<file path="config.mk">
export PLATFORM = sky130hd
export DESIGN_NAME = bptc_front
export DESIGN_NICKNAME = d
export VERILOG_FILES = /design/src/rtl/baro_pressure_temp_compensate_defines.svh /design/src/rtl/bptc_pkg.sv /design/src/rtl/bptc_front.sv
export SDC_FILE = /design/constraint.sdc
export NUM_CORES = 1
export LEC_CHECK = 0
export ABC_AREA = 1
export BUFFER_PORTS_ARGS = -buffer_cell sky130_fd_sc_hd__buf_2
export CAP_MARGIN = 25
export CORE_ASPECT_RATIO = 1.4
export CORE_MARGIN = 5
export CORE_UTILIZATION = 43
export DETAILED_ROUTE_END_ITERATION = 12
export PLACE_DENSITY = 0.86
export SLEW_MARGIN = 20
export SYNTH_ARGS = -nofsm -noshare
export SYNTH_HDL_FRONTEND = slang
export SYNTH_SLANG_ARGS = --single-unit
</file>
<file path="constraint.sdc">
create_clock -name vclk -period 2.7
set_input_delay 0.54 -clock vclk [all_inputs]
set_output_delay 0.54 -clock vclk [all_outputs]
set_load 0.005 [all_outputs]
</file>
<file path="src/rtl/baro_pressure_temp_compensate_defines.svh">
// Assertion shorthands for the RTL files; only the engine includes them.
// Each macro expects clk and rst_n in the scope where it is used.
`ifndef BARO_PRESSURE_TEMP_COMPENSATE_DEFINES_SVH
`define BARO_PRESSURE_TEMP_COMPENSATE_DEFINES_SVH

// expression holds on every edge out of reset
`define BPTC_ASSERT_ALWAYS(lbl, expr, msg) \
  lbl: assert property (@(posedge clk) disable iff (!rst_n) (expr)) else $error(msg);

// condition implies consequence on the same edge
`define BPTC_ASSERT_IMPL(lbl, cond, consq, msg) \
  lbl: assert property (@(posedge clk) disable iff (!rst_n) (cond) |-> (consq)) \
    else $error(msg);

// condition implies consequence on the next edge
`define BPTC_ASSERT_NEXT(lbl, cond, consq, msg) \
  lbl: assert property (@(posedge clk) disable iff (!rst_n) (cond) |=> (consq)) \
    else $error(msg);

`endif

</file>
<file path="src/rtl/bptc_pkg.sv">
package bptc_pkg;

  localparam int RAW_W      = 24;
  localparam int COEF_W     = 16;
  localparam int DT_W       = 25;
  localparam int MUL_W      = 26;
  localparam int PROD_W     = 52;
  localparam int SENS_W     = 40;
  localparam int OFF_W      = 41;
  localparam int TEMP_W     = 20;
  localparam int PRESS_W    = 17;
  localparam int TOUT_W     = 15;
  localparam int CFG_ADDR_W = 5;
  localparam int CFG_DATA_W = 32;

  localparam logic [RAW_W-1:0] PRESS_THRESHOLD = 24'd6056977;

  localparam logic signed [18:0] T_REF      = 19'sd2000;
  // offset from temp - 2000 to temp + 1500
  localparam logic signed [18:0] T_COLD_OFS = 19'sd3500;

  localparam logic [PRESS_W-1:0]       PRESS_MAX = 17'h1FFFF;
  localparam logic signed [TEMP_W-1:0] TEMP_MIN  = -20'sd4000;
  localparam logic signed [TEMP_W-1:0] TEMP_MAX  = 20'sd8500;

  typedef enum logic [2:0] {
    REG_SENS_COEF     = 3'd0,
    REG_OFFSET_COEF   = 3'd1,
    REG_SENS_TEMPCO   = 3'd2,
    REG_OFFSET_TEMPCO = 3'd3,
    REG_REF_TEMP      = 3'd4,
    REG_TEMP_COEF     = 3'd5
  } reg_idx_t;

  typedef struct packed {
    logic [COEF_W-1:0] sens_coef;
    logic [COEF_W-1:0] offset_coef;
    logic [COEF_W-1:0] sens_tempco;
    logic [COEF_W-1:0] offset_tempco;
    logic [COEF_W-1:0] ref_temp;
    logic [COEF_W-1:0] temp_coef;
  } cfg_t;

  typedef struct packed {
    logic [RAW_W-1:0]       pressure_raw;
    logic signed [DT_W-1:0] dt;
  } mid_item_t;

  typedef struct packed {
    logic [PRESS_W-1:0]       pressure_pa;
    logic signed [TOUT_W-1:0] temp_centi_c;
  } res_item_t;

endpackage

</file>
<file path="src/rtl/bptc_front.sv">
module bptc_front import bptc_pkg::*; (
  input  logic              in_push,
  output logic              in_full,
  input  logic [RAW_W-1:0]  pressure_raw,
  input  logic [RAW_W-1:0]  temperature_raw,
  input  logic [COEF_W-1:0] ref_temp,
  input  logic              mid_full,
  output logic              mid_push,
  output mid_item_t         mid_item
);

  logic keep;

  // readings at or below the pressure floor or with a dead temperature channel yield nothing
  assign keep     = (pressure_raw > PRESS_THRESHOLD) && (temperature_raw != '0);
  assign in_full  = mid_full;
  assign mid_push = in_push & ~mid_full & keep;

  assign mid_item.pressure_raw = pressure_raw;
  assign mid_item.dt = $signed({1'b0, temperature_raw}) - $signed({1'b0, ref_temp, 8'h00});

endmodule

</file>
==> results of run 1 <==
## final cells by class
class	instances	area, um^2
fillers	411	1640
inverters	74	278
multi-input cells	213	1080
well taps	42	52.6
repair buffers	117	586
## metrics by stage
step,utilization [%],hold slack [ns],worst slack [ns],instances
after floorplan,-,1.16,0.455,320
after global placement,54.8,1.26,0.207,446
after detailed placement,54.8,1.26,0.134,446
after CTS,54.8,1.26,0.133,446
after global routing,54.9,1.28,0.0398,446
final,54.9,1.26,0.179,446
## layer usage
| metal | vias to the layer above | wire (um) |
|---|---|---|
| met5 | - | 34 |
| met4 | 6 | 12 |
| met3 | 8 | 698 |
| met2 | 97 | 2520 |
| met1 | 895 | 1600 |
| li1 | 1088 | - |
## kinds of logic after synthesis
| family | count (synthesis) | synth area share, % |
|---|---|---|
| buffers and inverters | 107 | 32.7 |
| adders and majority gates | 17 | 13.7 |
| and+or+nand+nor | 173 | 44.3 |
| xor gates and xnor gates | 7 | 3.82 |
| AOI/OAI and AO/OA | 16 | 5.46 |
## worst paths after layout
kind,to,slack (ns),depth (start not counted)
max,mid_item[20],0.18,12
min,mid_item[36],1.26,2
## cells in the final DEF, fill, tap and decap left out
master / netlist / routed
fa_1: 1 / 1
inv_1: 70 / 70
a21o_1: 1 / 1
nand3_1: 19 / 18
ha_1: 16 / 16
nor3_1: 2 / 2
or2_1: 1 / 1
a21oi_1: 13 / 13
buf_2: 0 / 117
o21a_1: 1 / 1
nand3_2: 0 / 1
nor3_2: 2 / 2
nand2_1: 97 / 97
nand2_2: 6 / 6
xor2_1: 4 / 4
xnor2_1: 3 / 3
nand4_1: 2 / 2
nor2_1: 44 / 44
inv_2: 4 / 4
o31ai_1: 1 / 1
## power by group
group	total, uW	switching, uW	leakage (uW)	internal, uW
clock network	0	0	0	0
logic	385	213	0.00141	173
registers	0	0	0	0
total	385	213	0.00141	173
==> results.yml, run 1 <==
status:
  status: "complete, no violations"
critical_path:
  cp.required_ns: 2.16
  crit_start: "temperature_raw[8]"
  critPathArrivalTime_ns: 1.98
  crit_chain: "buf_2, inv_1, ha_1, fa_1, inv_1, nand3_1, nand3_2, nand3_1, nand3_1, nand2_1, nand2_1, buf_2"
  path_buf_inv: 4
  worstSetupStartpointType: "primary input"
  cp_max_fo: 3
  slowest_delay_ns: 0.41
  cpMaxStageDelayCell: "fa_1"
  end_kind: "output pin"
  critPathKind: "in -> out"
  cp_common_cell: "nand3_1"
  crit_family: "adder cells"
timing:
  finalHoldViolations: 0
  fmax_mhz: 397
  maxSlewViolCount: 0
  period_share_pct: 93.4
  worst_pin_slew_ns: 0.202
  setup_viol: 0
  layout_min_cycle_time_ns: 2.52
  tns_ns: 0
  rsz0062_at_grt: "no"
  max-slew-margin-rel_pct: 86.4
floorplan:
  die_x_um: 61.6
  die_h_um: 82.3
  core_um2: 3640
  rows: 26
  initial_core_util_pct: 44.1
  die-area_um2: 5070
  ioPinCount: 117
power_and_ir_drop:
  worst_ir_drop_vdd_mv: 0.126
  p_leak_uw: 0.00141
  powerDensity_nw_per_um2: 193
  power.total_uw: 385
synth:
  yosysMostFrequentCell: "nand2_1"
  yosys_warnings: 0
  syn_nets: 403
  yosysSeqAreaShare_pct: 0
  syn_area_um2: 1610
  synth_commonest_cells: "97 x nand2_1, 70 x inv_1, 44 x nor2_1"
  synth_top_area_share_pct: 22.7
  syn_inst: 320
  syn_avg_cell_area_um2: 5.02
  synth_cell_types: 19
  yosys.area.top_type: "nand2_1"
  yosys-top-cells-area: "nand2_1 23%, inv_1 16%, buf_4 15%"
global_route:
  grt.overflow.total: 0
  grtUsageMet2_pct: 37.9
  met3_usage_pct: 4.51
  grt_util_all_layers_pct: 17.8
  busiest_layer: "met2"
  antenna_found_initial: 3
  grt_pass1_vias: 1871
  grtUsageMet1_pct: 16.8
  grt_pass1_wl_mm: 7.20
  grt_max_degree: 6
final_layout:
  nFlopsAndLatches: 0
  clkbuf_count: 0
  diodes: 0
  drive_above_1_share_pct: 32.2
  regArea_um2: 0
  final_area_um2: 2000
  area_growth_pct: 24.6
  nets: 489
placed_design:
  dpl.hpwl_mm: 4.64
  placed_cell_area_um2: 2000
  place_congestion: 0.921
  port_buffers: 117
detailed_routing:
  drt_iter0_drc: 67
  vias_per_cell: 4.70
  routedWlPerCell_um: 10.9
  wl_mm: 4.86
  firstDrtPassIters: 4
  via_count: 2094
  drc: 0
  ant_nets: 0
clocking:
  ctsResizeCount: 0
  cts_setup_buffers: 0
  hold_buffers: 0
worst_hold_path:
  hold_start: "pressure_raw[11]"
  hold_class: "in -> out"
run:
  maxCapViolCount: 0
Note: power is estimated with default switching activity, not from simulation.
==> run 2, diff against run 1 <==
--- a/config.mk
+++ b/config.mk
@@ -9,7 +9,6 @@
 export BUFFER_PORTS_ARGS = -buffer_cell sky130_fd_sc_hd__buf_2
 export CAP_MARGIN = 25
 export CORE_ASPECT_RATIO = 1.4
-export CORE_MARGIN = 5
 export CORE_UTILIZATION = 43
 export DETAILED_ROUTE_END_ITERATION = 12
 export PLACE_DENSITY = 0.86
==> run 2 against run 1 <==
Compared with the run above: setup slack lost 0.014 ns; clock-buffer cell count is the same; largest cell class unchanged; worst hold slack lost 0.0017 ns; global-route usage grew 5.4 points; via count shrank 0.96%; fmax shrank 0.54%; critical path depth is the same; combinational power is essentially flat; largest power group unchanged.
==> results.yml, run 2 (synthesis results as in run 1) <==
detailed_routing:
  drc: 0
  drt_iter0_drc: 21
  firstDrtPassIters: 4
  vias_per_cell: 4.66
  routedWlPerCell_um: 10.3
  via_count: 2074
  wl_mm: 4.58
  ant_nets: 0
power_and_ir_drop:
  p_leak_uw: 0.00141
  power.total_uw: 388
  powerDensity_nw_per_um2: 194
  worst_ir_drop_vdd_mv: 0.137
global_route:
  grt_pass1_vias: 1861
  antenna_found_initial: 0
  grt.overflow.total: 0
  grt_pass1_wl_mm: 7.05
  grt_max_degree: 6
  grt_util_all_layers_pct: 23.2
floorplan:
  initial_core_util_pct: 46.2
  die_x_um: 53.6
  die_h_um: 74.3
  core_um2: 3470
  ioPinCount: 117
  rows: 25
  die-area_um2: 3990
timing:
  finalHoldViolations: 0
  maxSlewViolCount: 0
  period_share_pct: 93.9
  tns_ns: 0
  setup_viol: 0
  worst_pin_slew_ns: 0.219
  max-slew-margin-rel_pct: 85.4
  fmax_mhz: 395
  hold_slack_ns: 1.26
  rsz0062_at_grt: "no"
  layout_min_cycle_time_ns: 2.53
placed_design:
  dpl.hpwl_mm: 4.32
  place_congestion: 0.914
  port_buffers: 117
  placed_cells: 444
clocking:
  hold_buffers: 0
  cts_setup_buffers: 0
critical_path:
  cpMaxStageDelayCell: "fa_1"
  path_buf_inv: 4
  worstSetupStartpointType: "primary input"
  critPathKind: "in -> out"
  slowest_delay_ns: 0.42
  cp_max_fo: 3
  cp_common_cell: "nand3_1"
  crit_chain: "buf_2, inv_1, ha_1, fa_1, inv_1, nand3_1, nand3_2, nand3_1, nand3_1, nand2_1, nand2_1, buf_2"
  end_kind: "output pin"
  crit_family: "adder cells"
  critPathArrivalTime_ns: 1.99
  cp.required_ns: 2.16
final_layout:
  utilization_pct: 57.6
  final_cell_mix: "117 x buf_2, 97 x nand2_1, 70 x inv_1, 44 x nor2_1, 18 x nand3_1"
  final_common_cell: "buf_2"
  clkbuf_count: 0
  fillerInstances: 412
  drive_above_1_share_pct: 32.2
  regArea_um2: 0
  nFlopsAndLatches: 0
  fin_cells: 445
  area_growth_pct: 24.6
  nets: 489
run:
  maxCapViolCount: 0
worst_hold_path:
  hold_class: "in -> out"
status:
  status: "complete, no violations"
## run 2: metrics by stage
step           cell area, um^2  setup WS, ns
6_report                  2000         0.165
5_1_grt                   2000       0.00357
4_1_cts                   1990         0.131
3_5_place_dp              1990         0.140
3_3_place_gp              1990         0.212
2_1_floorplan             1610         0.455
## run 2: final cells by class
cell class                      instances  area, um^2  share of cell area [%]
Tap cell                               40        50.0                    2.50
Multi-Input combinational cell        213        1080                    54.2
Timing Repair Buffer                  117         586                    29.3
Antenna cell                            1        2.50                   0.125
Inverter                               74         278                    13.9
## run 2: repair_timing
| item | in CTS | in global routing |
|---|---|---|
| hold endpoints to repair | 0 | 0 |
| setup endpoints to repair | 0 | 2 |
| resized for setup | 0 | 1 |
## run 2: worst paths after layout
kind | slack [ns] | start | endpoint | cells past startpoint
setup / recovery | 0.17 | temperature_raw[8] | mid_item[20] | 12
hold / removal | 1.26 | mid_full | in_full | 2
## run 2: power breakdown
group          total (uW)   leakage [uW]  switching (uW)  internal [uW]
combinational         388        0.00141             215            174
clock           0.0000495  0.00000000634               0      0.0000495
sequential              0              0               0              0
## run 2: metal layers
metal / vias to the layer above / share of wire (%) / track usage (%)
met5: - / 0 / 0
li1: 1090 / - / -
met2: 100 / 54 / 50.6
met3: 8 / 10 / 5.73
met1: 876 / 34 / 19.3
met4: 0 / 1.4 / 4.68
