File: src/rtl/baro_pressure_temp_compensate_defines.svh
// Assertion shorthands for the RTL files; only the engine includes them.
// Each macro expects clk and rst_n in the scope where it is used.
`ifndef BARO_PRESSURE_TEMP_COMPENSATE_DEFINES_SVH
`define BARO_PRESSURE_TEMP_COMPENSATE_DEFINES_SVH

// expression holds on every edge out of reset
`define BPTC_ASSERT_ALWAYS(lbl, expr, msg) \
  lbl: assert property (@(posedge clk) disable iff (!rst_n) (expr)) else $error(msg);

// condition implies consequence on the same edge
`define BPTC_ASSERT_IMPL(lbl, cond, consq, msg) \
  lbl: assert property (@(posedge clk) disable iff (!rst_n) (cond) |-> (consq)) \
    else $error(msg);

// condition implies consequence on the next edge
`define BPTC_ASSERT_NEXT(lbl, cond, consq, msg) \
  lbl: assert property (@(posedge clk) disable iff (!rst_n) (cond) |=> (consq)) \
    else $error(msg);

`endif

File: src/rtl/bptc_fifo.sv
module bptc_fifo #(
  parameter int WIDTH = 8,
  parameter int DEPTH = 2
) (
  input  logic             clk,
  input  logic             rst_n,
  input  logic             push,
  input  logic [WIDTH-1:0] wdata,
  output logic             full,
  input  logic             pop,
  output logic [WIDTH-1:0] rdata,
  output logic             empty
);

  localparam int PTR_W = (DEPTH > 1) ? $clog2(DEPTH) : 1;
  localparam int CNT_W = $clog2(DEPTH + 1);

  logic [WIDTH-1:0] mem_r [DEPTH];
  logic [PTR_W-1:0] wr_ptr_r, wr_ptr_nxt;
  logic [PTR_W-1:0] rd_ptr_r, rd_ptr_nxt;
  logic [CNT_W-1:0] count_r, count_nxt;
  logic             do_push, do_pop;

  assign full    = (count_r == CNT_W'(DEPTH));
  assign empty   = (count_r == '0);
  assign do_push = push & ~full;
  assign do_pop  = pop & ~empty;
  assign rdata   = mem_r[rd_ptr_r];

  always_comb begin
    wr_ptr_nxt = wr_ptr_r;
    rd_ptr_nxt = rd_ptr_r;
    if (do_push) begin
      wr_ptr_nxt = (wr_ptr_r == PTR_W'(DEPTH - 1)) ? '0 : wr_ptr_r + 1'b1;
    end
    if (do_pop) begin
      rd_ptr_nxt = (rd_ptr_r == PTR_W'(DEPTH - 1)) ? '0 : rd_ptr_r + 1'b1;
    end
    count_nxt = count_r + CNT_W'(do_push) - CNT_W'(do_pop);
  end

  always_ff @(posedge clk) begin
    if (!rst_n) begin
      wr_ptr_r <= '0;
      rd_ptr_r <= '0;
      count_r  <= '0;
    end else begin
      wr_ptr_r <= wr_ptr_nxt;
      rd_ptr_r <= rd_ptr_nxt;
      count_r  <= count_nxt;
    end
  end

  always_ff @(posedge clk) begin
    if (do_push) begin
      mem_r[wr_ptr_r] <= wdata;
    end
  end

endmodule

File: config.mk
export PLATFORM = sky130hd
export DESIGN_NAME = bptc_fifo
export DESIGN_NICKNAME = d
export VERILOG_FILES = /design/src/rtl/baro_pressure_temp_compensate_defines.svh /design/src/rtl/bptc_fifo.sv
export SDC_FILE = /design/constraint.sdc
export NUM_CORES = 1
export LEC_CHECK = 0
export BUFFER_PORTS_ARGS = -buffer_cell sky130_fd_sc_hd__buf_2
export CAP_MARGIN = 10
export CORE_MARGIN = 5
export CORE_UTILIZATION = 44
export CTS_CLUSTER_DIAMETER = 100
export DETAILED_ROUTE_END_ITERATION = 8
export GPL_TIMING_DRIVEN = 0
export PLACE_DENSITY = 0.71
export SYNTH_ARGS = -nofsm -noshare
export SYNTH_HDL_FRONTEND = slang
export SYNTH_SLANG_ARGS = --single-unit
File: constraint.sdc
create_clock -name clk -period 1.6 [get_ports clk]
set_input_delay 0.32 -clock clk [delete_from_list [all_inputs] [get_ports clk]]
set_output_delay 0.32 -clock clk [all_outputs]
set_load 0.005 [all_outputs]
==> metrics.yaml, run 1 <==
power_per_cell_area_nw_per_um2: 1500
unrepaired_setup_endpoints_after_global_routing: "true"
clock_path_buffers: 2
timing.slew.headroom_pct: 55.5
gpl.final_weighted_congestion: 0.720
layout_commonest_cell: "sky130_fd_sc_hd__buf_2"
fin_crit_sh_pct: 98.6
hold_ws_ns: 0.211
r2r.worst_path.cells: 8
drive_above_1_share_pct: 54.5
worst-slew-pin-transition_ns: 0.665
io_pins: 22
power_frac_comb_pct: 34.0
synth-warning-count: 0
antenna-diode-count: 0
dp_hpwl_um: 878
synth.avg_cell_area_sq_um: 15.6
regToRegSetupSlack_ns: 0.02
routed_via_density: 4.65
drt-initial-drc-count: 4
postSynthRegisterBits: 21
p_switching_mw: 0.438
critical_path.cell_chain: "nand2b_4 > nand2_4 > ha_4 > inv_1 > ha_1 > xor2_1 > and2_2 > nor3_2"
start_util_pct: 46.5
worstHoldPathCells: 1
drv_cap: 0
largest_net_degree_at_the_start_of_global_routing: 12
cts.hold.buffers_added: 0
timing_max_transition_violations_final: 0
commonest_cells_after_routing_fill_and_taps_aside: "sky130_fd_sc_hd__buf_2 (21), sky130_fd_sc_hd__edfxtp_1 (16), sky130_fd_sc_hd__mux2_2 (7)"
gr-total-overflow: 0
seq_area_frac_synth_pct: 71.5
cts_tree: "built"
worstSetupStartpointType: "register"
finalHoldViolations: 0
setup-tns-final_ns: 0
postRouteAntennaNets: 0
worst_clock_skew_ns: 0.00365
internal_power_contribution_mw: 1.11
synth.net_count: 66
power_frac_seq_pct: 50.7
routed_wire_length_per_instance_um: 12.5
fillers: 150
power.ir.vdd_worst_uv: 847
clock_sink_count: 21
numPortBuffers: 21
setup_viol: 0
numCtsBuffers: 3
leakage_nw: 0.424
die_y_um: 53.0
max_clock_freq_mhz: 634
global_route_wire_length_before_repair_um: 1750
clkTransAtPathRegs_ns: 0.10
netlist_instances: 52
crit_type: "register to register"
floorplan.core_area_sq_um: 1750
firstDrtPassIters: 4
worst_hold_path_type: "input port to register"
share_clk_of_total_power_pct: 15.3
dpl.cell_count: 98
final_cell_count_no_fill: 102
outcome: "finished, final reports clean"
global_route.usage.total_pct: 9.39
synthesis.area_sq_um: 812
routed-via-count: 474
timing.critical_path.fanout_max: 4
crit_required_ns: 1.82
post_synthesis_cell_type_count: 17
root_buffer: "sky130_fd_sc_hd__clkbuf_4"
grt_antenna_before_repair: 0
period_needed_ns: 1.58
crit_path_top_delay_cell: "sky130_fd_sc_hd__dfxtp_2"
fp-row-count: 15
die_area_sq_um: 2800
critical_path_arrival_ns: 1.80
area_growth_from_synthesis_to_layout_pct: 26.8
fp.dieW_um: 53.0
critical-path-max-stage-delay_ns: 0.38
clock_network_latency_to_the_later_pin_of_the_worst_skew_pair_ns: 0.29
final_core_util_pct: 59.0
endpoint_kind: "register"
grt_pass1_vias: 424
nets: 92
htree_levels: 1
switching_share_pct: 28.3
totalWireLength_um: 1270
drc_errors: 0
-- what timing repair did --
action	in CTS	in global routing
pin swaps	0	1
setup buffers	0	0
gates resized for setup	2	11
setup endpoints to repair	9	17
-- kinds of logic (layout without fill, tap and decap cells) --
logic type / Yosys count / count (layout) / share of synthesized area (%)
and+or+nand+nor: 13 / 13 / 7.86
buffers and inverters: 4 / 29 / 2.00
DFF: 21 / 21 / 71.5
adders and majority gates: 2 / 2 / 3.08
muxes: 9 / 9 / 12.3
AOI/OAI and AO/OA: 1 / 1 / 1.08
xor gates and xnor gates: 2 / 2 / 2.16
-- power by group through the flow --
stage | clock network [mW] | logic, mW | registers, mW
finish | 0.237 | 0.527 | 0.784
global route | 0.283 | 0.584 | 0.796
CTS | 0.250 | 0.464 | 0.763
detailed placement | 0 | 0.456 | 0.772
global placement | 0 | 0.446 | 0.767
floorplan | 0 | 0.302 | 0.759
-- per-stage QoR --
stage | power [mW] | cell area (sq um) | worst slack (ns)
2_1_floorplan | 1.06 | 812 | 0.0601
3_3_place_gp | 1.21 | 948 | -0.00625
3_5_place_dp | 1.23 | 948 | -0.0536
4_1_cts | 1.48 | 978 | -0.0261
5_1_grt | 1.66 | 1030 | -0.0360
6_report | 1.55 | 1030 | 0.0231
-- area by class of cell --
class | instances | area (sq um) | share of cell area (%)
repair buffers | 21 | 105 | 10.2
clock buffers | 4 | 26.3 | 2.55
flip-flops and latches | 21 | 587 | 57.0
inverters | 3 | 11.3 | 1.09
plain buffers | 1 | 11.3 | 1.09
well taps | 25 | 31.3 | 3.04
multi-input cells | 27 | 258 | 25.0
-- worst paths after layout --
check | startpoint | endpoint
min | wdata[7] | mem_r[0][7]$_DFFE_PP_
min reg2reg | wr_ptr_r$_SDFFE_PN0N_ | wr_ptr_r$_SDFFE_PN0N_
max | count_r[0]$_SDFF_PN0_ | count_r[1]$_SDFF_PN0_
max reg2reg | count_r[0]$_SDFF_PN0_ | count_r[1]$_SDFF_PN0_
-- registers in the layout (all words and copies together), names as in the netlist, named ones only --
signal,count
count_r,2
mem_r,16
rd_ptr_r,1
wr_ptr_r,1
-- routing by layer --
metal / GRT usage, % / wire (um) / vias up
met2: 14.0 / 628 / 19
met3: 3.66 / 114 / 2
met1: 10.4 / 516 / 219
li1: - / - / 234
met5: 0 / 0 / -
met4: 7.66 / 13 / 0
-- synthesized netlist by cell type, drive strengths merged --
cell	count	share of area (%)
and3	1	0.77
ha	2	3.1
nor2	5	2.3
nor3	1	0.62
xor2	1	1.1
o21a	1	1.1
nand2	2	0.92
buf	1	0.62
xnor2	1	1.1
and2	2	1.7
mux2i	1	1.2
edfxtp	16	59
mux2	8	11
nand2b	2	1.5
dfxtp	5	12
inv	3	1.4
-- critical path, delay by kind of cell, from the launching register on --
| kind | cells | cell delay, ns |
|---|---|---|
| simple gates | 4 | 0.52 |
| flops | 1 | 0.38 |
| fa+ha+maj | 2 | 0.43 |
| xor+xnor | 1 | 0.14 |
| buf+inv | 1 | 0.03 |
(Power assumes the default switching activity.)
==> run 2, diff against run 1 <==
- SETUP_SLACK_MARGIN: not set -> 0.3
- SLEW_MARGIN: not set -> 20
==> metrics.yaml, run 2 (synthesized netlist as in run 1, its figures left out) <==
finalHoldViolations: 0  # unchanged
r2r-end: "count_r[1]$_SDFF_PN0_"
power_frac_seq_pct: 40.7  # -10 points
power_frac_comb_pct: 46.8  # +13 points
root_buffer: "sky130_fd_sc_hd__clkbuf_4"
worst_hold_startpoint: "wdata[1]"
leakage_nw: 0.506  # +19%
unrepaired_setup_endpoints_after_global_routing: "true"
totalWireLength_um: 1480  # +16%
fin_crit_sh_pct: 95.5  # -3.1 points
largest_register_ff_count: 16  # unchanged
area_growth_from_synthesis_to_layout_pct: 49.5
routed_wire_length_per_instance_um: 13.5  # +8.4%
layout_commonest_cell: "sky130_fd_sc_hd__edfxtp_1"
fp.dieW_um: 53.0  # unchanged
top_regs: "mem_r (16), count_r (2)"
cts_tree: "built"
drt-initial-drc-count: 11  # +7
routed-via-count: 509  # +7.4%
outcome: "finished, final reports clean"
power.ir.vdd_worst_uv: 945  # +12%
drive_above_1_share_pct: 67.9  # +13 points
gpl.final_weighted_congestion: 0.762  # +5.8%
grt_pass1_vias: 532  # +25%
clock_path_buffers: 2  # unchanged
switching_share_pct: 28.5  # +0.28 points
fin_total_pwr_mw: 1.94  # +25%
crit_type: "register to output pin"
regToRegSetupSlack_ns: 0.14  # +0.12 ns
power_per_cell_area_nw_per_um2: 1600  # +6.2%
share_clk_of_total_power_pct: 12.5  # -2.8 points
postRouteAntennaNets: 0  # unchanged
critical_path_arrival_ns: 1.21  # -0.59 ns
period_needed_ns: 1.53  # -0.0492 ns
worstHoldPathCells: 1  # unchanged
antenna-diode-count: 0  # unchanged
timing.critical_path.fanout_max: 8  # +4
worst_r2r_startpoint: "count_r[0]$_SDFF_PN0_"
grt_antenna_before_repair: 0  # unchanged
timing_max_transition_violations_final: 0  # unchanged
cts.hold.buffers_added: 0  # unchanged
timing.slew.headroom_pct: 82.1  # +27 points
numCtsBuffers: 3  # unchanged
start_util_pct: 46.5  # unchanged
worstSetupStartpointType: "register"
setup-tns-final_ns: 0  # unchanged
commonest_cells_after_routing_fill_and_taps_aside: "sky130_fd_sc_hd__edfxtp_1 (16), sky130_fd_sc_hd__buf_2 (13), sky130_fd_sc_hd__buf_6 (11)"
endpoint_kind: "output pin"
floorplan.core_area_sq_um: 1750  # unchanged
firstDrtPassIters: 4  # unchanged
drc_errors: 0  # unchanged
p_switching_mw: 0.553  # +26%
routed_via_density: 4.67  # +0.49%
die_area_sq_um: 2800  # unchanged
worst_clock_skew_ns: 0.00121  # -0.00244 ns
die_y_um: 53.0  # unchanged
worst-slew-pin-transition_ns: 0.267  # -0.398 ns
global_route_wire_length_before_repair_um: 2120  # +21%
numPortBuffers: 21  # unchanged
top_register: "mem_r"
max_clock_freq_mhz: 655  # +3.2%
setup_ws_ns: 0.0723  # +0.0492 ns
worstHoldEndpoint: "mem_r[1][1]$_DFFE_PP_"
largest_net_degree_at_the_start_of_global_routing: 12  # unchanged
htree_levels: 1  # unchanged
internal_power_contribution_mw: 1.38  # +25%
dp_hpwl_um: 969  # +10%
gr-total-overflow: 0  # unchanged
worst_hold_path_type: "input port to register"
clock_sink_count: 21  # unchanged
clock_network_latency_to_the_later_pin_of_the_worst_skew_pair_ns: 0.29  # about the same
fp-row-count: 15  # unchanged
setup_viol: 0  # unchanged
post_dp_cell_area_sq_um: 988  # +4.2%
clkTransAtPathRegs_ns: 0.11  # about the same
r2r.worst_path.cells: 8  # unchanged
drv_cap: 0  # unchanged
crit_required_ns: 1.28  # -0.54 ns
nets: 99  # +7.6%
detailedPlace.worstSlack_ns: 0.0509  # +0.104 ns
global_route.usage.total_pct: 11.4  # +2.0 points
io_pins: 22  # unchanged
postLayoutCellArea_sq_um: 1210  # +18%
-- run 2: changes by cell type in the layout (fill, tap and decap cells not counted), moves of 4 or more --
cell                     before  now
sky130_fd_sc_hd__buf_2       21   13
sky130_fd_sc_hd__buf_4        0    4
sky130_fd_sc_hd__buf_6        1   11
sky130_fd_sc_hd__mux2_2       7    0
sky130_fd_sc_hd__mux2_4       1    8
-- run 2: worst max-delay path: stages, from the launching register on --
cell	delay, ns
sky130_fd_sc_hd__dfxtp_2	0.35
sky130_fd_sc_hd__buf_8	0.14
sky130_fd_sc_hd__mux2_4	0.31
sky130_fd_sc_hd__buf_6	0.12
-- run 2: stage by stage --
stage	util, %	hold slack (ns)	instances
finish	69.5	0.208	109
global placement	56.6	0.467	98
floorplan	-	0.419	52
global route	69.5	0.176	109
detailed placement	56.6	0.490	98
CTS	66.5	0.196	105
-- run 2: how the worst max path moves through the flow --
stage	startpoint	end	slack [ns]	cells after the start
after global placement	count_r[0]$_SDFF_PN0_	count_r[1]$_SDFF_PN0_	0.10	8
final	register	rdata[6]	0.07	3
after global routing	register	rdata[3]	0.005	3
after floorplan	count_r[0]$_SDFF_PN0_	count_r[1]$_SDFF_PN0_	0.13	7
after CTS	register	rdata[2]	0.06	3
after detailed placement	count_r[0]$_SDFF_PN0_	count_r[1]$_SDFF_PN0_	0.05	8
-- run 2: cell type report --
type                    instances  area [sq um]
fillers                       140           532
well taps                      25          31.3
flip-flops and latches         21           587
inverters                       3          11.3
multi-input cells              27           324
clock buffers                   4          26.3
plain buffers                   1          15.0
repair buffers                 28           219
-- run 2: what timing repair did --
| item | in CTS | in global routing |
|---|---|---|
| hold endpoints to repair | 0 | 0 |
| setup buffers | 3 | 4 |
| gates resized for setup | 26 | 8 |
| pin swaps | 5 | 3 |
| endpoints found under the setup margin | 19 | 16 |
-- run 2: power by group through the flow --
stage	sequential [mW]	combinational [mW]	clock, mW
after global routing	0.797	0.986	0.290
after floorplan	0.776	0.354	0
final	0.788	0.908	0.242
after global placement	0.784	0.499	0
after detailed placement	0.789	0.517	0
after CTS	0.785	0.791	0.251
-- run 2: metal layers --
layer	global-route usage [%]	vias to the layer above	share of wire [%]
li1	-	248	-
met5	0	-	0
met4	6.38	0	0.61
met1	9.37	247	34
met3	4.23	2	6.1
met2	22.3	12	59
