==> src/rtl/baro_pressure_temp_compensate_defines.svh <==
// Assertion shorthands for the RTL files; only the engine includes them.
// Each macro expects clk and rst_n in the scope where it is used.
`ifndef BARO_PRESSURE_TEMP_COMPENSATE_DEFINES_SVH
`define BARO_PRESSURE_TEMP_COMPENSATE_DEFINES_SVH

// expression holds on every edge out of reset
`define BPTC_ASSERT_ALWAYS(lbl, expr, msg) \
  lbl: assert property (@(posedge clk) disable iff (!rst_n) (expr)) else $error(msg);

// condition implies consequence on the same edge
`define BPTC_ASSERT_IMPL(lbl, cond, consq, msg) \
  lbl: assert property (@(posedge clk) disable iff (!rst_n) (cond) |-> (consq)) \
    else $error(msg);

// condition implies consequence on the next edge
`define BPTC_ASSERT_NEXT(lbl, cond, consq, msg) \
  lbl: assert property (@(posedge clk) disable iff (!rst_n) (cond) |=> (consq)) \
    else $error(msg);

`endif

==> src/rtl/bptc_pkg.sv <==
package bptc_pkg;

  localparam int RAW_W      = 24;
  localparam int COEF_W     = 16;
  localparam int DT_W       = 25;
  localparam int MUL_W      = 26;
  localparam int PROD_W     = 52;
  localparam int SENS_W     = 40;
  localparam int OFF_W      = 41;
  localparam int TEMP_W     = 20;
  localparam int PRESS_W    = 17;
  localparam int TOUT_W     = 15;
  localparam int CFG_ADDR_W = 5;
  localparam int CFG_DATA_W = 32;

  localparam logic [RAW_W-1:0] PRESS_THRESHOLD = 24'd6056977;

  localparam logic signed [18:0] T_REF      = 19'sd2000;
  // offset from temp - 2000 to temp + 1500
  localparam logic signed [18:0] T_COLD_OFS = 19'sd3500;

  localparam logic [PRESS_W-1:0]       PRESS_MAX = 17'h1FFFF;
  localparam logic signed [TEMP_W-1:0] TEMP_MIN  = -20'sd4000;
  localparam logic signed [TEMP_W-1:0] TEMP_MAX  = 20'sd8500;

  typedef enum logic [2:0] {
    REG_SENS_COEF     = 3'd0,
    REG_OFFSET_COEF   = 3'd1,
    REG_SENS_TEMPCO   = 3'd2,
    REG_OFFSET_TEMPCO = 3'd3,
    REG_REF_TEMP      = 3'd4,
    REG_TEMP_COEF     = 3'd5
  } reg_idx_t;

  typedef struct packed {
    logic [COEF_W-1:0] sens_coef;
    logic [COEF_W-1:0] offset_coef;
    logic [COEF_W-1:0] sens_tempco;
    logic [COEF_W-1:0] offset_tempco;
    logic [COEF_W-1:0] ref_temp;
    logic [COEF_W-1:0] temp_coef;
  } cfg_t;

  typedef struct packed {
    logic [RAW_W-1:0]       pressure_raw;
    logic signed [DT_W-1:0] dt;
  } mid_item_t;

  typedef struct packed {
    logic [PRESS_W-1:0]       pressure_pa;
    logic signed [TOUT_W-1:0] temp_centi_c;
  } res_item_t;

endpackage

==> src/rtl/bptc_engine.sv <==
`include "baro_pressure_temp_compensate_defines.svh"

module bptc_engine import bptc_pkg::*; #(
  parameter int OUT_DEPTH = 4
) (
  input  logic      clk,
  input  logic      rst_n,
  input  cfg_t      cfg,
  input  logic      mid_empty,
  input  mid_item_t mid_item,
  output logic      mid_pop,
  input  logic      out_full,
  input  logic      credit_ret,
  output logic      res_push,
  output res_item_t res_item
);

  localparam int CNT_W = $clog2(OUT_DEPTH + 1);

  typedef enum logic [1:0] {
    STEP_T,
    STEP_SQ,
    STEP_OFF,
    STEP_PROD
  } step_t;

  step_t            step_r, step_nxt;
  logic             busy_r, busy_nxt;
  logic             p1_vld_r;
  logic             t1_vld_r;
  logic [CNT_W-1:0] inflight_r, inflight_nxt;
  logic             start;

  logic [RAW_W-1:0]         up_r;
  logic signed [DT_W-1:0]   dt_r;
  logic signed [PROD_W-1:0] pa_r, pb_r;
  logic signed [18:0]       temp1_r;
  logic                     warm_r, cold_r;
  logic signed [SENS_W-1:0] sens_base_r, sens_r;
  logic [35:0]              off_cw_r;
  logic [37:0]              off_cc_r;
  logic signed [OFF_W-1:0]  off_r, off_t_r;
  logic signed [TEMP_W-1:0] temp2_r;
  logic signed [63:0]       prod_r;
  logic signed [TOUT_W-1:0] temp_t_r;

  logic signed [MUL_W-1:0]  mul_a1, mul_a2, mul_b1, mul_b2;
  logic signed [PROD_W-1:0] mul_a, mul_b;
  logic signed [MUL_W-1:0]  dt_ext;

  logic signed [17:0]       d_w;
  logic signed [18:0]       e_w;
  logic signed [18:0]       temp1_w;
  logic signed [SENS_W-1:0] sens_base_w, sens_w;
  logic [36:0]              dd5_w;
  logic [38:0]              ee11_w;
  logic [37:0]              ee7_w;
  logic [34:0]              sens_cw_w;
  logic [37:0]              sens_cc_w;
  logic signed [OFF_W-1:0]  off_w;
  logic signed [TEMP_W-1:0] temp2_w;
  logic signed [TOUT_W-1:0] temp_clamp_w;
  logic signed [43:0]       q_w;
  logic signed [28:0]       p_w;

  // a new item may enter while the last step of the previous one runs
  assign start = ~mid_empty && (inflight_r < CNT_W'(OUT_DEPTH)) &&
                 (~busy_r || (step_r == STEP_PROD));
  assign mid_pop = start;

  always_comb begin
    busy_nxt = busy_r;
    step_nxt = step_r;
    if (start) begin
      busy_nxt = 1'b1;
      step_nxt = STEP_T;
    end else if (busy_r) begin
      unique case (step_r)
        STEP_T:    step_nxt = STEP_SQ;
        STEP_SQ:   step_nxt = STEP_OFF;
        STEP_OFF:  step_nxt = STEP_PROD;
        STEP_PROD: busy_nxt = 1'b0;
      endcase
    end
    inflight_nxt = inflight_r + CNT_W'(start) - CNT_W'(credit_ret);
  end

  always_ff @(posedge clk) begin
    if (!rst_n) begin
      step_r     <= STEP_T;
      busy_r     <= 1'b0;
      p1_vld_r   <= 1'b0;
      t1_vld_r   <= 1'b0;
      inflight_r <= '0;
    end else begin
      step_r     <= step_nxt;
      busy_r     <= busy_nxt;
      p1_vld_r   <= busy_r && (step_r == STEP_PROD);
      t1_vld_r   <= p1_vld_r;
      inflight_r <= inflight_nxt;
    end
  end

  // shared multiplier pair, operands picked per step
  assign dt_ext = {{(MUL_W-DT_W){dt_r[DT_W-1]}}, dt_r};

  always_comb begin
    unique case (step_r)
      STEP_T: begin
        mul_a1 = dt_ext;
        mul_a2 = {{(MUL_W-COEF_W){1'b0}}, cfg.temp_coef};
        mul_b1 = dt_ext;
        mul_b2 = {{(MUL_W-COEF_W){1'b0}}, cfg.sens_tempco};
      end
      STEP_SQ: begin
        mul_a1 = {{(MUL_W-18){d_w[17]}}, d_w};
        mul_a2 = {{(MUL_W-18){d_w[17]}}, d_w};
        mul_b1 = {{(MUL_W-19){e_w[18]}}, e_w};
        mul_b2 = {{(MUL_W-19){e_w[18]}}, e_w};
      end
      STEP_OFF: begin
        mul_a1 = dt_ext;
        mul_a2 = {{(MUL_W-COEF_W){1'b0}}, cfg.offset_tempco};
        mul_b1 = dt_ext;
        mul_b2 = dt_ext;
      end
      STEP_PROD: begin
        mul_a1 = {{(MUL_W-RAW_W){1'b0}}, up_r};
        mul_a2 = {{(MUL_W-20){1'b0}}, sens_r[19:0]};
        mul_b1 = {{(MUL_W-RAW_W){1'b0}}, up_r};
        mul_b2 = {{(MUL_W-20){sens_r[39]}}, sens_r[39:20]};
      end
    endcase
  end

  assign mul_a = mul_a1 * mul_a2;
  assign mul_b = mul_b1 * mul_b2;

  // d = temp - 2000 is the floored product shifted down 23
  assign d_w     = pa_r[40:23];
  assign e_w     = {d_w[17], d_w} + T_COLD_OFS;
  assign temp1_w = {d_w[17], d_w} + T_REF;
  assign sens_base_w = {9'b0, cfg.sens_coef, 15'b0} + {{7{pb_r[40]}}, pb_r[40:8]};

  assign dd5_w  = {2'b00, pa_r[34:0]} + {pa_r[34:0], 2'b00};
  assign ee11_w = {4'b0000, pb_r[34:0]} + {3'b000, pb_r[34:0], 1'b0} +
                  {1'b0, pb_r[34:0], 3'b000};
  assign ee7_w  = {pb_r[34:0], 3'b000} - {3'b000, pb_r[34:0]};
  assign sens_cw_w = warm_r ? dd5_w[36:2] : '0;
  assign sens_cc_w = cold_r ? ee11_w[38:1] : '0;
  assign sens_w = sens_base_r - {5'b0, sens_cw_w} - {2'b0, sens_cc_w};

  assign off_w = {9'b0, cfg.offset_coef, 16'b0} + {{7{pa_r[40]}}, pa_r[40:7]} -
                 {5'b0, off_cw_r} - {3'b0, off_cc_r};
  assign temp2_w = {temp1_r[18], temp1_r} - (warm_r ? {3'b000, pb_r[47:31]} : 20'd0);

  always_comb begin
    priority if (temp2_r < TEMP_MIN) begin
      temp_clamp_w = TEMP_MIN[TOUT_W-1:0];
    end else if (temp2_r > TEMP_MAX) begin
      temp_clamp_w = TEMP_MAX[TOUT_W-1:0];
    end else begin
      temp_clamp_w = temp2_r[TOUT_W-1:0];
    end
  end

  always_ff @(posedge clk) begin
    if (start) begin
      up_r <= mid_item.pressure_raw;
      dt_r <= mid_item.dt;
    end
    if (busy_r) begin
      pa_r <= mul_a;
      pb_r <= mul_b;
      unique case (step_r)
        STEP_T: begin
        end
        STEP_SQ: begin
          warm_r      <= d_w[17];
          cold_r      <= e_w[18];
          temp1_r     <= temp1_w;
          sens_base_r <= sens_base_w;
        end
        STEP_OFF: begin
          sens_r   <= sens_w;
          off_cw_r <= warm_r ? dd5_w[36:1] : '0;
          off_cc_r <= cold_r ? ee7_w : '0;
        end
        STEP_PROD: begin
          off_r   <= off_w;
          temp2_r <= temp2_w;
        end
      endcase
    end
    // join the two partial products of pressure_raw * SENS
    prod_r   <= $signed({pb_r[43:0], 20'h00000}) + $signed({20'h00000, pa_r[43:0]});
    off_t_r  <= off_r;
    temp_t_r <= temp_clamp_w;
  end

  assign q_w = {prod_r[63], prod_r[63:21]} - {{3{off_t_r[OFF_W-1]}}, off_t_r};
  assign p_w = q_w[43:15];

  always_comb begin
    priority if (p_w[28]) begin
      res_item.pressure_pa = '0;
    end else if (|p_w[27:17]) begin
      res_item.pressure_pa = PRESS_MAX;
    end else begin
      res_item.pressure_pa = p_w[16:0];
    end
    res_item.temp_centi_c = temp_t_r;
  end

  assign res_push = t1_vld_r;

  `BPTC_ASSERT_ALWAYS(a_credit_bound, inflight_r <= CNT_W'(OUT_DEPTH), "too many items in flight")
  `BPTC_ASSERT_IMPL(a_no_overflow, res_push, !out_full, "result pushed into a full queue")
  `BPTC_ASSERT_IMPL(a_credit_ret, credit_ret, inflight_r != '0, "credit returned with none out")
  `BPTC_ASSERT_NEXT(a_start_enters, start, busy_r && (step_r == STEP_T), "item did not enter")

endmodule

==> config.mk <==
export PLATFORM = sky130hd
export DESIGN_NAME = bptc_engine
export DESIGN_NICKNAME = d
export VERILOG_FILES = /design/src/rtl/bptc_pkg.sv /design/src/rtl/bptc_engine.sv
export VERILOG_INCLUDE_DIRS = /design/src /design/src/rtl
export SDC_FILE = /design/constraint.sdc
export NUM_CORES = 2
export LEC_CHECK = 0
export ABC_CLOCK_PERIOD_IN_PS = 23900
export BUFFER_PORTS_ARGS = -buffer_cell sky130_fd_sc_hd__buf_2
export CORE_UTILIZATION = 47
export CTS_BUF_LIST = sky130_fd_sc_hd__clkbuf_4 sky130_fd_sc_hd__clkbuf_8
export DETAILED_ROUTE_END_ITERATION = 8
export MAX_ROUTING_LAYER = met4
export PLACE_DENSITY = 0.64
export SLEW_MARGIN = 20
export SYNTH_ARGS = -nofsm -noshare
export SYNTH_HDL_FRONTEND = slang
export SYNTH_SLANG_ARGS = --single-unit
==> constraint.sdc <==
create_clock -name clk -period 23.9 [get_ports clk]
set_clock_uncertainty 0.1 [all_clocks]
set_input_delay 1.195 -clock clk [delete_from_list [all_inputs] [get_ports clk]]
set_output_delay 1.195 -clock clk [all_outputs]
set_load 0.01 [all_outputs]
==> impl_metrics.env <==
export IMPL_layout_drive_gt1_share=0.06687
export IMPL_min_period_ns=11.76
export IMPL_synth_edff_count=370
export IMPL_grt_ovfl_total=0
export IMPL_synth_area_um2=75040
export IMPL_num_rows=146
export IMPL_seq_area_frac_synth=0.1763
export IMPL_grt_max_degree=82
export IMPL_routed_wl_um=245300
export IMPL_die_width_um=401.6
export IMPL_synthArstFlopShare=0
export IMPL_path_class="register to register"
export IMPL_rsz0062_at_grt="no"
export IMPL_cp_data_arrival_time_ns=12.19
export IMPL_hold_path_class="register to register"
export IMPL_yosysWarnings=0
export IMPL_cts_setup_buffers=0
export IMPL_regArea_um2=13240
export IMPL_fill_cells=14550
export IMPL_die_area_um2=161300
export IMPL_cts_tree="built"
export IMPL_cp_start_kind="register"
export IMPL_hp_start="off_r[11]$_DFFE_PP_"
export IMPL_status="complete, no violations"
export IMPL_r2r_slack_ns=12.14
export IMPL_multi_input_area_um2=55470
export IMPL_synth_compound_gate_area_share=0.09459
export IMPL_synth_xor_area_share=0.04284
export IMPL_maxCapViolCount=0
export IMPL_clockBufferDepth=3
export IMPL_synth_top_family_by_area="adder cells"
export IMPL_min_to="off_t_r[11]$_DFF_P_"
export IMPL_syn_avg_cell_area_um2=9.525
export IMPL_area_delta_synth_final_pct=7.628
export IMPL_grt_pass1_wl_um=366500
export IMPL_clk_latency_ns=0.80
export IMPL_worstHoldPathCells=0
export IMPL_clock_sinks=476
export IMPL_synth_most_common_cell="inv_1"
export IMPL_core_um2=158400
export IMPL_finalCritPeriodShare=0.4920
export IMPL_synth_seq_cells=476
export IMPL_cts_hold_buf=0
export IMPL_setup_viol=0
export IMPL_netlist_top_cells_count="inv_1, fa_1, nand2_1"
export IMPL_place_hpwl_um=198000
export IMPL_synthAdderAreaFrac=0.4709
export IMPL_nets=10160
export IMPL_fmaxAchievable_mhz=85.05
export IMPL_synthSimpleGateAreaFrac=0.1228
export IMPL_place_area_um2=78790
export IMPL_crit_slowest_cell="edfxtp_1"
export IMPL_htree_levels=3
export IMPL_rr_endpoint="pb_r[47]$_DFFE_PP_"
export IMPL_gp_congestion=1.021
export IMPL_via_per_inst=5.646
export IMPL_synth_distinct_cells=77
export IMPL_critPathCaptureType="register"
export IMPL_yosysTopAreaCellShare=0.3714
export IMPL_synthCells=7878
export IMPL_vias=57440
export IMPL_synth_area_mux_share=0.003818
export IMPL_grt_pass1_vias=59060
export IMPL_r2r_start="pa_r[28]$_DFFE_PP_"
export IMPL_fin_area_um2=80760
export IMPL_drtAntennaViolNets=0
export IMPL_worstPathMaxFanout=17
export IMPL_reg2reg_depth=32
export IMPL_clk_pin_slew_ns=0.07
export IMPL_synthTopCellsByArea="fa_1, edfxtp_1, ha_1"
export IMPL_synthesis_nets=10020
export IMPL_synth_main_ff_cell="edfxtp_1"
export IMPL_dieHeight_um=401.6
export IMPL_start_util=0.4738
export IMPL_synth_largest_area_cell="fa_1"
export IMPL_drtIter0Drc=5194
export IMPL_required_ns=24.34
export IMPL_critPathMaxStageDelay_ns=1.08
export IMPL_worstMarginPinSlew_ns=1.346
export IMPL_relSlewSlack=0.1025
export IMPL_setup_tns_ns=0
export IMPL_finalHoldViolations=0
export IMPL_slew_violations=0
export IMPL_io_buffers=166
export IMPL_firstDrtPassIters=7
export IMPL_wl_per_cell_um=24.11
export IMPL_path_common_cell="fa_1"
export IMPL_clock_root_buffer="clkbuf_8"
export IMPL_cts_resized=0
export IMPL_drc=0
export IMPL_antenna_found_initial=16
export IMPL_grt_total_usage=0.3166
export IMPL_cts_made_buffers=87
export IMPL_num_io_pins=184
per-stage QoR:
step	utilization	hold WS, ns	instances	worst slack, ns
global placement	0.4975	0.2237	10000	12.54
global route	0.5099	0.2376	10170	11.85
floorplan	-	0.2233	7878	14.94
finish	0.5099	0.2335	10170	12.14
detailed placement	0.4975	0.2269	10000	12.49
CTS	0.5097	0.2304	10160	12.42
layout make-up:
class | instances | area share
Sequential cell | 476 | 0.1639
Clock buffer | 114 | 0.01765
Multi-Input combinational cell | 5632 | 0.6869
Inverter | 1535 | 0.07134
Timing Repair Buffer | 286 | 0.02146
Tap cell | 2072 | 0.03210
Clock inverter | 47 | 0.006367
Antenna cell | 11 | 0.0003408
cell families after synthesis:
| family | after synthesis |
|---|---|
| xor gates and xnor gates | 367 |
| AOI/OAI and AO/OA | 1102 |
| and+or+nand+nor | 2146 |
| DFF | 476 |
| other | 1 |
| adders and majority gates | 1989 |
| muxes | 27 |
| buffers and inverters | 1770 |
worst max-delay path by stage:
stage                            start                 end  cells past startpoint
finish              pa_r[28]$_DFFE_PP_  pb_r[47]$_DFFE_PP_                     32
global route        pa_r[28]$_DFFE_PP_  pb_r[47]$_DFFE_PP_                     32
CTS                 pa_r[28]$_DFFE_PP_  pb_r[47]$_DFFE_PP_                     32
detailed placement  pa_r[28]$_DFFE_PP_  pb_r[47]$_DFFE_PP_                     32
global placement    pa_r[28]$_DFFE_PP_  pb_r[47]$_DFFE_PP_                     30
floorplan           pa_r[28]$_DFFE_PP_  pb_r[47]$_DFFE_PP_                     35
worst max-delay path, delay by kind of cell (launching register included):
family          cells  cell delay, ns
compound gates     11            3.25
flops               1            1.08
buf+inv             6            0.98
xor+xnor            1            0.10
simple gates        5            1.50
fa+ha+maj           9            4.49
metal layers:
metal	share of wire	GRT usage	up-vias
met5	0	-	-
met4	0.047	0.1283	0
met3	0.11	0.08281	596
met2	0.44	0.4727	2818
met1	0.40	0.4095	28910
li1	-	-	25120
layout by cell type, fill, tap and decap left out, drive strengths merged, types with 45 or more instances in the layout:
master	instances
o21a	83
a21o	167
o21ai	190
nand3	70
nor2	572
buf	286
xnor2	280
and2	116
nand2	1084
fa	1392
inv	1541
a21oi	344
ha	597
nand2b	45
edfxtp	370
clkbuf	114
xor2	87
nor2b	55
nor3	48
dfxtp	106
registers in the layout, indices dropped and copies added, names as in the netlist:
signal and count:
temp2_r 20, off_cw_r 36, sens_base_r 34, temp1_r 19, dt_r 25, pb_r 48, off_cc_r 38, temp_t_r 15
p1_vld_r 1, off_t_r 40, up_r 24, cold_r 1, off_r 40, busy_r 1, res_push 1, step_r 2
sens_r 40, pa_r 44, inflight_r 3, warm_r 1, prod_r 43
Power is not shown: default switching activity piles up to over one toggle a cycle in this logic, so the estimate is an artifact.
